`src/sv/rne_pkg.sv`:
```
// ----------------------------------------------------------------------------
// rne_pkg: shared types, constants and letter tables
// Widths, digit types and the ASCII letter map of the Roman numeral encoder.
// ----------------------------------------------------------------------------
package rne_pkg;

  localparam int VALUE_W     = 12;
  localparam int SYMBOL_W    = 7;
  localparam int DIGIT_W     = 4;
  localparam int NUM_PLACES  = 4;
  localparam int PLACE_W     = 2;
  localparam int POS_W       = 2;
  localparam int LEN_W       = 3;
  localparam int CONV_STEPS  = VALUE_W;
  localparam int QUEUE_DEPTH = 2;

  // Place indexes: thousands first on the way out
  localparam logic [PLACE_W-1:0] PLACE_ONES      = 2'd0;
  localparam logic [PLACE_W-1:0] PLACE_TENS      = 2'd1;
  localparam logic [PLACE_W-1:0] PLACE_HUNDREDS  = 2'd2;
  localparam logic [PLACE_W-1:0] PLACE_THOUSANDS = 2'd3;

  // ASCII letters
  localparam logic [SYMBOL_W-1:0] CHAR_I = 7'h49;
  localparam logic [SYMBOL_W-1:0] CHAR_V = 7'h56;
  localparam logic [SYMBOL_W-1:0] CHAR_X = 7'h58;
  localparam logic [SYMBOL_W-1:0] CHAR_L = 7'h4C;
  localparam logic [SYMBOL_W-1:0] CHAR_C = 7'h43;
  localparam logic [SYMBOL_W-1:0] CHAR_D = 7'h44;
  localparam logic [SYMBOL_W-1:0] CHAR_M = 7'h4D;

  typedef logic [DIGIT_W-1:0] digit_t;
  typedef digit_t [NUM_PLACES-1:0] digits_t;

  // Front to queue transaction
  typedef struct packed {
    logic    valid;
    digits_t digits;
  } push_t;

  // Queue status seen by the front and the back
  typedef struct packed {
    logic full;
    logic empty;
  } q_stat_t;

  // Which letter of a place a character uses
  typedef enum logic [1:0] {
    KIND_ONE,
    KIND_FIVE,
    KIND_TEN
  } kind_e;

  // Number of letters for a decimal digit below the thousands
  function automatic logic [LEN_W-1:0] digit_len(digit_t d);
    logic [LEN_W-1:0] len;
    case (d)
      4'd1:    len = 3'd1;
      4'd2:    len = 3'd2;
      4'd3:    len = 3'd3;
      4'd4:    len = 3'd2;
      4'd5:    len = 3'd1;
      4'd6:    len = 3'd2;
      4'd7:    len = 3'd3;
      4'd8:    len = 3'd4;
      4'd9:    len = 3'd2;
      default: len = 3'd0;
    endcase
    return len;
  endfunction

  // Letter kind at a position within a digit's pattern
  function automatic kind_e digit_kind(digit_t d, logic [POS_W-1:0] pos);
    kind_e k;
    case (d)
      4'd4:    k = (pos == 2'd0) ? KIND_ONE : KIND_FIVE;
      4'd5:    k = KIND_FIVE;
      4'd6,
      4'd7,
      4'd8:    k = (pos == 2'd0) ? KIND_FIVE : KIND_ONE;
      4'd9:    k = (pos == 2'd0) ? KIND_ONE : KIND_TEN;
      default: k = KIND_ONE;
    endcase
    return k;
  endfunction

  // ASCII letter for a place and a letter kind
  function automatic logic [SYMBOL_W-1:0] place_letter(logic [PLACE_W-1:0] place,
                                                       kind_e k);
    logic [SYMBOL_W-1:0] s;
    case (place)
      PLACE_THOUSANDS: s = CHAR_M;
      PLACE_HUNDREDS:  s = (k == KIND_ONE) ? CHAR_C : (k == KIND_FIVE) ? CHAR_D : CHAR_M;
      PLACE_TENS:      s = (k == KIND_ONE) ? CHAR_X : (k == KIND_FIVE) ? CHAR_L : CHAR_C;
      default:         s = (k == KIND_ONE) ? CHAR_I : (k == KIND_FIVE) ? CHAR_V : CHAR_X;
    endcase
    return s;
  endfunction

endpackage

```
`src/sv/rne_front.sv`:
```
// ----------------------------------------------------------------------------
// rne_front: input stage and binary to decimal conversion
// Accepts a value, drops zero, and splits the rest into four decimal digits
// with a shift-and-add-three loop, one input bit per cycle.
// ----------------------------------------------------------------------------
module rne_front (
  input  logic                           clk_i,
  input  logic                           rst_ni,
  input  logic                           in_valid_i,
  output logic                           in_stall_o,
  input  logic [rne_pkg::VALUE_W-1:0]    value_i,
  output rne_pkg::push_t                 push_o,
  input  rne_pkg::q_stat_t               q_stat_i
);

  localparam int CNT_W  = $clog2(rne_pkg::CONV_STEPS);
  localparam int BCD_W  = rne_pkg::DIGIT_W * rne_pkg::NUM_PLACES;

  typedef enum logic [1:0] {
    ST_IDLE,
    ST_CONV,
    ST_PUSH
  } state_e;

  state_e                       state_q;
  logic [CNT_W-1:0]             cnt_q;
  logic [rne_pkg::VALUE_W-1:0]  sh_q;
  logic [BCD_W-1:0]             bcd_q;
  logic [BCD_W-1:0]             bcd_adj;

  // Add three to every digit of five or more before the shift
  always_comb begin
    for (int i = 0; i < rne_pkg::NUM_PLACES; i++) begin
      bcd_adj[i*rne_pkg::DIGIT_W +: rne_pkg::DIGIT_W] =
        (bcd_q[i*rne_pkg::DIGIT_W +: rne_pkg::DIGIT_W] >= rne_pkg::DIGIT_W'(5)) ?
        bcd_q[i*rne_pkg::DIGIT_W +: rne_pkg::DIGIT_W] + rne_pkg::DIGIT_W'(3) :
        bcd_q[i*rne_pkg::DIGIT_W +: rne_pkg::DIGIT_W];
    end
  end

  // Sequence accept, conversion and hand-off to the queue
  always_ff @(posedge clk_i or negedge rst_ni) begin
    if (!rst_ni) begin
      state_q <= ST_IDLE;
      cnt_q   <= '0;
      sh_q    <= '0;
      bcd_q   <= '0;
    end else begin
      case (state_q)
        ST_IDLE: begin
          if (in_valid_i && (value_i != '0)) begin
            sh_q    <= value_i;
            bcd_q   <= '0;
            cnt_q   <= '0;
            state_q <= ST_CONV;
          end
        end
        ST_CONV: begin
          bcd_q <= {bcd_adj[BCD_W-2:0], sh_q[rne_pkg::VALUE_W-1]};
          sh_q  <= {sh_q[rne_pkg::VALUE_W-2:0], 1'b0};
          cnt_q <= cnt_q + CNT_W'(1);
          if (cnt_q == CNT_W'(rne_pkg::CONV_STEPS - 1)) begin
            state_q <= ST_PUSH;
          end
        end
        ST_PUSH: begin
          if (!q_stat_i.full) begin
            state_q <= ST_IDLE;
          end
        end
        default: state_q <= ST_IDLE;
      endcase
    end
  end

  assign in_stall_o    = (state_q != ST_IDLE);
  assign push_o.valid  = (state_q == ST_PUSH);
  assign push_o.digits = rne_pkg::digits_t'(bcd_q);

endmodule

```
`src/sv/rne_queue.sv`:
```
// ----------------------------------------------------------------------------
// rne_queue: digit queue between front and back
// Small first-in first-out buffer of converted digit sets.
// ----------------------------------------------------------------------------
module rne_queue #(
  parameter int Depth = rne_pkg::QUEUE_DEPTH
) (
  input  logic              clk_i,
  input  logic              rst_ni,
  input  rne_pkg::push_t    push_i,
  input  logic              pop_i,
  output rne_pkg::digits_t  data_o,
  output rne_pkg::q_stat_t  q_stat_o
);

  localparam int AW = (Depth > 1) ? $clog2(Depth) : 1;
  localparam int CW = $clog2(Depth + 1);

  rne_pkg::digits_t  mem_q [Depth];
  logic [AW-1:0]     wr_ptr_q;
  logic [AW-1:0]     rd_ptr_q;
  logic [CW-1:0]     count_q;
  logic              do_push;
  logic              do_pop;

  assign q_stat_o.full  = (count_q == CW'(Depth));
  assign q_stat_o.empty = (count_q == '0);
  assign do_push        = push_i.valid && !q_stat_o.full;
  assign do_pop         = pop_i && !q_stat_o.empty;
  assign data_o         = mem_q[rd_ptr_q];

  // Write the entry
  always_ff @(posedge clk_i) begin
    if (do_push) begin
      mem_q[wr_ptr_q] <= push_i.digits;
    end
  end

  // Advance pointers and occupancy
  always_ff @(posedge clk_i or negedge rst_ni) begin
    if (!rst_ni) begin
      wr_ptr_q <= '0;
      rd_ptr_q <= '0;
      count_q  <= '0;
    end else begin
      if (do_push) begin
        wr_ptr_q <= (wr_ptr_q == AW'(Depth - 1)) ? '0 : wr_ptr_q + AW'(1);
      end
      if (do_pop) begin
        rd_ptr_q <= (rd_ptr_q == AW'(Depth - 1)) ? '0 : rd_ptr_q + AW'(1);
      end
      case ({do_push, do_pop})
        2'b10:   count_q <= count_q + CW'(1);
        2'b01:   count_q <= count_q - CW'(1);
        default: count_q <= count_q;
      endcase
    end
  end

endmodule

```
`src/sv/rne_back.sv`:
```
// ----------------------------------------------------------------------------
// rne_back: letter sequencer and output register
// Walks the digit set from thousands to ones and emits one letter per cycle
// while the output is not stalled, flagging the final letter of the numeral.
// ----------------------------------------------------------------------------
module rne_back (
  input  logic                           clk_i,
  input  logic                           rst_ni,
  input  rne_pkg::digits_t               data_i,
  input  rne_pkg::q_stat_t               q_stat_i,
  output logic                           pop_o,
  output logic                           out_valid_o,
  input  logic                           out_stall_i,
  output logic [rne_pkg::SYMBOL_W-1:0]   symbol_o,
  output logic                           last_o
);

  logic                           active_q;
  rne_pkg::digits_t               digits_q;
  logic [rne_pkg::PLACE_W-1:0]    place_q;
  logic [rne_pkg::POS_W-1:0]      pos_q;
  logic                           out_valid_q;
  logic [rne_pkg::SYMBOL_W-1:0]   symbol_q;
  logic                           last_q;

  logic                           adv;
  logic [rne_pkg::PLACE_W-1:0]    top_place;
  logic [rne_pkg::PLACE_W-1:0]    next_place;
  logic                           has_next;
  rne_pkg::digit_t                cur_digit;
  logic [rne_pkg::LEN_W-1:0]      cur_len;
  logic                           more_in_digit;
  logic [rne_pkg::SYMBOL_W-1:0]   cur_symbol;

  // Output register frees when empty or taken
  assign adv   = !out_valid_q || !out_stall_i;
  assign pop_o = !active_q && !q_stat_i.empty;

  // Highest nonzero place of a new digit set
  always_comb begin
    top_place = rne_pkg::PLACE_ONES;
    for (int i = 0; i < rne_pkg::NUM_PLACES; i++) begin
      if (data_i[i] != '0) begin
        top_place = rne_pkg::PLACE_W'(i);
      end
    end
  end

  // Next nonzero place below the current one
  always_comb begin
    next_place = rne_pkg::PLACE_ONES;
    has_next   = 1'b0;
    for (int i = 0; i < rne_pkg::NUM_PLACES; i++) begin
      if ((rne_pkg::PLACE_W'(i) < place_q) && (digits_q[i] != '0)) begin
        next_place = rne_pkg::PLACE_W'(i);
        has_next   = 1'b1;
      end
    end
  end

  // Current letter and pattern length
  always_comb begin
    cur_digit     = digits_q[place_q];
    cur_len       = (place_q == rne_pkg::PLACE_THOUSANDS) ?
                    cur_digit[rne_pkg::LEN_W-1:0] : rne_pkg::digit_len(cur_digit);
    more_in_digit = ({1'b0, pos_q} + rne_pkg::LEN_W'(1)) < cur_len;
    cur_symbol    = rne_pkg::place_letter(place_q, rne_pkg::digit_kind(cur_digit, pos_q));
  end

  // Load a digit set, step through its letters, hold the output while stalled
  always_ff @(posedge clk_i or negedge rst_ni) begin
    if (!rst_ni) begin
      active_q    <= 1'b0;
      digits_q    <= '0;
      place_q     <= '0;
      pos_q       <= '0;
      out_valid_q <= 1'b0;
      symbol_q    <= '0;
      last_q      <= 1'b0;
    end else begin
      if (pop_o) begin
        active_q <= 1'b1;
        digits_q <= data_i;
        place_q  <= top_place;
        pos_q    <= '0;
      end
      if (adv) begin
        out_valid_q <= active_q;
        if (active_q) begin
          symbol_q <= cur_symbol;
          if (more_in_digit) begin
            pos_q  <= pos_q + rne_pkg::POS_W'(1);
            last_q <= 1'b0;
          end else if (has_next) begin
            place_q <= next_place;
            pos_q   <= '0;
            last_q  <= 1'b0;
          end else begin
            active_q <= 1'b0;
            last_q   <= 1'b1;
          end
        end
      end
    end
  end

  assign out_valid_o = out_valid_q;
  assign symbol_o    = symbol_q;
  assign last_o      = last_q;

endmodule

```
`src/sv/roman_numeral_encoder.sv`:
```
// A nonzero value passes the conversion loop, the queue hand-off, the load into
// the back and the output register. A zero value is accepted and emits nothing.
// The back emits one letter per cycle while the output is not stalled and takes
// a new digit set only after the last letter of the one before. The front takes
// no new value until its bit-per-cycle loop ends and its digits are queued.
// Reset (rst_ni, asynchronous, active low) empties the queue and the output.
// ----------------------------------------------------------------------------
// roman_numeral_encoder: integer to Roman numeral letters
// Front converts a value to decimal digits, a queue decouples it from the
// back, which emits the numeral as ASCII letters with a last flag.
// ----------------------------------------------------------------------------
module roman_numeral_encoder #(
  parameter int QueueDepth = rne_pkg::QUEUE_DEPTH
) (
  input  logic                           clk_i,
  input  logic                           rst_ni,
  input  logic                           in_valid_i,
  output logic                           in_stall_o,
  input  logic [rne_pkg::VALUE_W-1:0]    value_i,
  output logic                           out_valid_o,
  input  logic                           out_stall_i,
  output logic [rne_pkg::SYMBOL_W-1:0]   symbol_o,
  output logic                           last_o
);

  rne_pkg::push_t    push;
  rne_pkg::q_stat_t  q_stat;
  rne_pkg::digits_t  q_data;
  logic              pop;

  // Accept and convert
  rne_front u_front (
    .clk_i      (clk_i),
    .rst_ni     (rst_ni),
    .in_valid_i (in_valid_i),
    .in_stall_o (in_stall_o),
    .value_i    (value_i),
    .push_o     (push),
    .q_stat_i   (q_stat)
  );

  // Buffer digit sets
  rne_queue #(
    .Depth (QueueDepth)
  ) u_queue (
    .clk_i    (clk_i),
    .rst_ni   (rst_ni),
    .push_i   (push),
    .pop_i    (pop),
    .data_o   (q_data),
    .q_stat_o (q_stat)
  );

  // Emit letters
  rne_back u_back (
    .clk_i       (clk_i),
    .rst_ni      (rst_ni),
    .data_i      (q_data),
    .q_stat_i    (q_stat),
    .pop_o       (pop),
    .out_valid_o (out_valid_o),
    .out_stall_i (out_stall_i),
    .symbol_o    (symbol_o),
    .last_o      (last_o)
  );

endmodule

```
`config.mk`:
```
export PLATFORM = sky130hd
export DESIGN_NAME = roman_numeral_encoder
export DESIGN_NICKNAME = d
export VERILOG_FILES = /design/src/sv/rne_pkg.sv /design/src/sv/rne_front.sv /design/src/sv/rne_queue.sv /design/src/sv/rne_back.sv /design/src/sv/roman_numeral_encoder.sv
export SDC_FILE = /design/constraint.sdc
export NUM_CORES = 1
export LEC_CHECK = 0
export CAP_MARGIN = 20
export CORE_MARGIN = 5
export CORE_UTILIZATION = 45
export CTS_BUF_LIST = sky130_fd_sc_hd__clkbuf_4
export DETAILED_ROUTE_END_ITERATION = 16
export DONT_BUFFER_PORTS = 1
export GPL_ROUTABILITY_DRIVEN = 0
export HOLD_SLACK_MARGIN = 0.12
export PLACE_DENSITY = 0.63
export SKIP_CTS_REPAIR_TIMING = 1
export SLEW_MARGIN = 20
export SYNTH_ARGS = -nofsm -noshare
export SYNTH_HDL_FRONTEND = slang
export SYNTH_SLANG_ARGS = --single-unit
```
`constraint.sdc`:
```
create_clock -name clk_i -period 3.7 [get_ports clk_i]
set_clock_uncertainty 0.05 [all_clocks]
set_input_delay 0.185 -clock clk_i [delete_from_list [all_inputs] [get_ports clk_i]]
set_output_delay 0.185 -clock clk_i [all_outputs]
set_load 0.02 [all_outputs]
```
==> impl_results.md, run 1 <==
- Outcome: complete, no violations
- Fin util: ~50%
- DRT antenna net count: 0
- Max-slew violation count: 0
- Synth Area in Simple Gates: a little over an eighth
- Initial antenna violation count: 0
- Number of global-route vias before repair: 2942
- Post-synth EDFFs: 32
- Mapped Area: about 4700 um2
- Post-synth top cells: dfrtp_1 (67), nand2_1 (63), o21ai_0 (52)
- Ports: 26
- Global-route wire length before repair: 14100 um
- Routed via count: 3054
- Iteration-0 DRC count of the detailed router: roughly 160
- Final nets: 462
- Clk slew on worst S/H paths: ~0.15 ns
- Grt ovf: 0
- Vias/cell: between 5 and 6
- Worst Setup Path Type: flip-flop to flip-flop
- Primary FF master, synth: dfrtp_1
- Mux cell area share after synthesis: under 10%
- Static Leakage: 2.06 nW
- HPWL after DPL: around 5700 um
- Fin crit share: between 80 and 90%
- Worst slew margin: a little under half
- Hold_ws: ~0.2 ns
- Data arrival, critical path: 3.32 ns
- TritonCTS Buffers: 9
- Global Route Usage Sum: 13.8%
- Sequential element share of the synthesized area: 56.5%
- ANT cells: 0
- Clock network latency to the later pin of the worst-skew pair: between 0.4 and 0.5 ns
- Placed inst area: 4790 um2
- Post-synthesis adder-cell area fraction: ~3.8%
- Final TNS setup: 0 ns
- Yosys cell types: 53
- Maximum buffer depth of the clock tree: 2
- Setup WS pre-CTS: approximately 0.66 ns
- Die Y: 112 um
- Crit path capture type: flip-flop
- Most common cell in the netlist: dfrtp_1
- IO buf count: 0
- Min Clock Period, post-route: between 3 and 4 ns
- Synthesized netlist cell count: approximately 420
- Design Area, Final: roughly 5000 um2
- RSZ-0062 raised after global routing: false
- Largest family of logic cells by synthesized area: simple AND/OR/NAND/NOR gates
- Maximum number of pins on one net before global-route repair: 68
- Post-synthesis compound-gate area fraction: between 10% and 20%
- Synth Net Count: around 450
- Final hold vios: 0
- Xor-xnor portion of the synthesized cell area: under 10%
- Worst-margin pin slew: 0.813 ns
- Initial Util: a little under half
- Avg Inst Size Synth: 11.2 um2
- Full die area: roughly 13000 um2
- Pwr Density: ~810 nW/um2
- Post-route worst setup slack: about 0.63 ns
- Syn-to-layout area delta: 9.23%
- Yosys reg bits: 99
- Hold WC Path Type: primary input to flip-flop
- Final setup fails: 0
- Share of layout cells above drive strength 1: ~7.3%
- Final WL: about 8400 um
- WP data required: 3.96 ns
- Yosys top cell area share: 35.9%
- Post-synth ARST share: between 60% and 70%
- Critical path launch point type: flip-flop
- Die X: 112 um
- Cell Rows: 37
- Critical path peak fanout: 14
- H-tree levels: 3
- Area contributors post-synth: dfrtp_1 (36%), edfxtp_1 (21%), mux2i_1 (6.0%), o21ai_0 (5.6%), nand2_1 (5.1%)
- Maxcap violations: 0
- Clock root buffer: clkbuf_4
- Maximum VDD drop: roughly 0.00039 V
- Core ar.: slightly above 10000 um2
- Max Fclk: about 0.33 GHz
- TritonCTS clock tree: built
- CTS sink count: 99
- WL per Instance: 14.6 um
- Warnings, synthesis: 0
- Largest area contributor in the netlist: dfrtp_1
- Remaining routing DRC violations: 0
- DR pass1 iterations: 4
==> final cells by class <==
| cell class | instances | area, um2 |
|---|---|---|
| inverter | 14 | 52.6 |
| multi-input combinational | 285 | 1890 |
| clock buffer | 11 | 82.6 |
| sequential | 99 | 2640 |
| timing repair buffer | 23 | 235 |
| tap | 136 | 170 |
| clock inverter | 5 | 30.0 |
| fill | 909 | 5130 |
==> cell usage in the layout, fill, tap and decap left out, types with 4 or more instances in the layout <==
master / n
dlygate4sd3_1: 17
ha_1: 14
mux2i_1: 28
clkbuf_4: 11
nor4_1: 6
buf_4: 5
nand2_1: 63
o21ai_0: 52
xor2_1: 4
nand3_1: 6
edfxtp_1: 32
nor2_1: 18
inv_1: 14
xnor2_1: 9
nor3_1: 7
dfrtp_1: 67
a21oi_1: 14
o31ai_1: 5
nand2b_1: 10
o22ai_1: 4
==> per-stage QoR <==
step	std cells	power [mW]
5_1_grt	573	4.47
3_5_place_dp	539	3.63
6_report	573	4.11
3_3_place_gp	539	3.54
4_1_cts	555	4.11
2_1_floorplan	418	3.26
==> worst max-delay path, cell delays in order (launching register included) <==
cell,delay (ns)
dfrtp_1,0.70
mux4_2,0.65
nand4bb_1,0.30
o21ai_0,0.13
a22oi_1,0.11
ha_1,0.28
nand2_1,0.06
or3_1,0.37
a21oi_1,0.21
o32ai_1,0.10
==> worst paths after layout <==
check / from / slack (ns) / to / cells past startpoint
max in group asynchronous: rst_ni / 3.08 / u_front.bcd_q[6]$_DFFE_PN0P_ / 2
hold reg to reg: u_front.sh_q[11]$_DFFE_PN0P_ / 0.45 / u_front.sh_q[11]$_DFFE_PN0P_ / 2
min in group asynchronous: rst_ni / 0.24 / u_back.out_valid_o$_DFFE_PN0N_ / 2
setup / recovery: u_back.place_q[0]$_DFF_PN0_ / 0.63 / u_back.place_q[0]$_DFF_PN0_ / 9
setup reg to reg: u_back.place_q[0]$_DFF_PN0_ / 0.63 / u_back.place_q[0]$_DFF_PN0_ / 9
hold / removal: value_i[0] / 0.20 / u_front.cnt_q[2]$_DFFE_PN0P_ / 5
==> sequential cells by signal, indices dropped and copies added (netlist names), 4 cells and up <==
register,flops
u_front.bcd_q,16
u_back.symbol_o,6
u_back.digits_q,16
u_queue.mem_q,32
u_front.sh_q,12
u_front.cnt_q,4
==> metal layers <==
| metal | vias to the layer above | share of wire (%) | GRT usage, % |
|---|---|---|---|
| li1 | 1525 | - | - |
| met1 | 1486 | 48 | 18.4 |
| met2 | 34 | 47 | 22.4 |
| met3 | 9 | 3.0 | 2.72 |
| met4 | 0 | 1.6 | 5.27 |
| met5 | - | 0 | 0 |
==> cells by family (layout without fill, tap and decap cells) <==
family                   count (synthesis)  in the layout
buffers and inverters                   34             53
AO/OA/AOI/OAI                           95             95
flip-flops                              99             99
adder cells (fa/ha/maj)                 14             14
AND/OR/NAND/NOR                        129            129
XOR/XNOR                                13             13
multiplexers                            33             33
other                                    1              1
==> report_power, final <==
group	switching (mW)	internal (mW)	leakage, nW
clock network	0.335	0.151	0.0643
registers	0.372	1.50	1.12
logic	0.956	0.795	0.875
(Power assumes the default switching activity.)
==> run 2: changes to the inputs <==
- clock period: 3.7 -> 3 ns (I/O delays scaled with it)
==> run 2 against run 1 <==
- power is 33% higher
- flip-flop and latch count stayed put
- non-clock buffer count is 2 higher
- wire length is 1.9% higher
- cell area is 2.4% higher
- global-route usage is 0.25 points higher
- sequential share of layout area is 1.2 points lower
- maximum frequency is 9.1% higher
- count of clock-buffer cells in the layout is 2 lower
- die area stayed put
- critical path type unchanged
- critical endpoint unchanged
==> impl_results.md, run 2 (synthesized netlist as in run 1, its figures left out) <==
- Final nets: ~460
- HPWL after DPL: 5740 um
- Worst slew margin: between 40% and 50%
- Clock root buffer: clkbuf_4
- Maxcap violations: 0
- WP data required: about 3.3 ns
- Syn-to-layout area delta: 11.9%
- ANT cells: 0
- CP bufs+invs: 0
- WL per Instance: 14.9 um
- DRT antenna net count: 0
- Maximum buffer depth of the clock tree: 2
- Crit path depth: 9
- Number of global-route vias before repair: slightly above 3000
- CP delay by family, top: simple AND/OR/NAND/NOR gates
- Design Power: 5.48 mW
- Iteration-0 DRC count of the detailed router: between 100 and 150
- Critical path peak fanout: 5
- Fin crit share: between 90% and 100%
- Initial antenna violation count: 0
- Die Y: about 110 um
- Final hold vios: 0
- Full die area: 12500 um2
- Outcome: complete, no violations
- DR pass1 iterations: 4
- Top reg by flops: u_queue.mem_q
- Global Route Usage Sum: roughly 14%
- Global-route wire length before repair: ~14000 um
- Largest regs: u_queue.mem_q (32), u_back.digits_q (16), u_front.bcd_q (16)
- TritonCTS clock tree: built
- H-tree levels: 3
- Data arrival, critical path: between 3 and 4 ns
- Min Clock Period, post-route: roughly 2.8 ns
- Pwr Density: 1050 nW/um2
- Slowest CP cell: mux4_2
- Clk slew on worst S/H paths: between 0.15 and 0.2 ns
- Final setup fails: 0
- Most frequent cells in the layout: dfrtp_1 (66), nand2_1 (63), o21ai_0 (51)
- Hold_ws: 0.143 ns
- Crit-path max cell delay: ~0.60 ns
- Routed via count: 3077
- Worst-path cell chain: mux4_2, nand4bb_2, o21ai_0, a22oi_1, ha_1, nand2_1, or3_1, a21oi_1, o32ai_1
- Commonest non-fill, non-tap cell in the layout: dfrtp_1
- Vias/cell: between 5 and 6
- Worst r2r path cells: 9
- Cell Rows: 37
- Remaining routing DRC violations: 0
- CTS sink count: 99
- Hold Path Cell Cnt: 5
- IO buf count: 0
- Grt ovf: 0
- Final WL: about 8500 um
- Static Leakage: 2.12 nW
- Maximum number of pins on one net before global-route repair: ~70
- Worst-margin pin slew: 0.792 ns
- Worst Setup Path Type: flip-flop to flip-flop
- Maximum VDD drop: 0.000420 V
- Largest register FFs: 32
- Clock network latency to the later pin of the worst-skew pair: roughly 0.45 ns
- Max Fclk: 0.356 GHz
- Fill cell count: just over 900
- Max-slew violation count: 0
- Hold WC Path Type: primary input to flip-flop
- Share of layout cells above drive strength 1: 8.43%
- Fin util: around 51%
- Crit path capture type: flip-flop
- Core ar.: 10200 um2
- Critical path launch point type: flip-flop
- Ports: 26
- TritonCTS Buffers: 9
- Initial Util: 45.6%
- Die X: 112 um
run 2: cell type report:
class	instances	area (um2)	area share, %
flip-flops and latches	99	2640	50.6
clock buffers	9	67.6	1.29
clock inverters	7	146	2.81
well taps	136	170	3.26
repair buffers	25	250	4.80
inverters	14	52.6	1.01
multi-input cells	285	1890	36.3
run 2: worst paths after layout:
kind                                         startpoint                             end  slack, ns
max reg2reg                 u_back.place_q[0]$_DFF_PN0_     u_back.place_q[0]$_DFF_PN0_       0.19
min                                          value_i[4]    u_front.cnt_q[2]$_DFFE_PN0P_       0.14
max                         u_back.place_q[0]$_DFF_PN0_     u_back.place_q[0]$_DFF_PN0_       0.19
min reg2reg                u_front.cnt_q[3]$_DFFE_PN0P_    u_front.cnt_q[3]$_DFFE_PN0P_       0.45
min in group asynchronous                        rst_ni  u_queue.count_q[1]$_DFFE_PN0P_       0.19
max in group asynchronous                        rst_ni   u_front.bcd_q[15]$_DFFE_PN0P_       2.42
run 2: layer usage:
metal,up-vias,part of all wire (%),GRT usage (%)
met4,0,1.3,3.49
li1,1529,-,-
met5,-,0,0
met3,11,3.4,4.29
met1,1497,49,18.7
met2,40,47,22.6
run 2: through the flow:
stage | setup slack (ns) | area [um2] | instances | setup TNS, ns
6_report | 0.190 | 5220 | 575 | 0
5_1_grt | -0.00819 | 5220 | 575 | -0.00819
4_1_cts | 0.129 | 5010 | 557 | 0
3_5_place_dp | 0.157 | 4800 | 541 | 0
3_3_place_gp | 0.237 | 4800 | 541 | 0
2_1_floorplan | 0.417 | 4670 | 418 | 0
run 2: worst register-to-register path, stage by stage (launching register included):
cell and delay (ns):
dfrtp_2 0.47, mux4_2 0.61, nand4bb_2 0.33, o21ai_0 0.13
a22oi_1 0.12, ha_1 0.28, nand2_1 0.06, or3_1 0.36
a21oi_1 0.20, o32ai_1 0.10
run 2: where the power goes:
group	switching [mW]	leakage, nW	internal, mW
Combinational	1.23	0.886	1.01
Clock	0.454	0.111	0.513
Sequential	0.428	1.12	1.85
Total	2.11	2.12	3.37
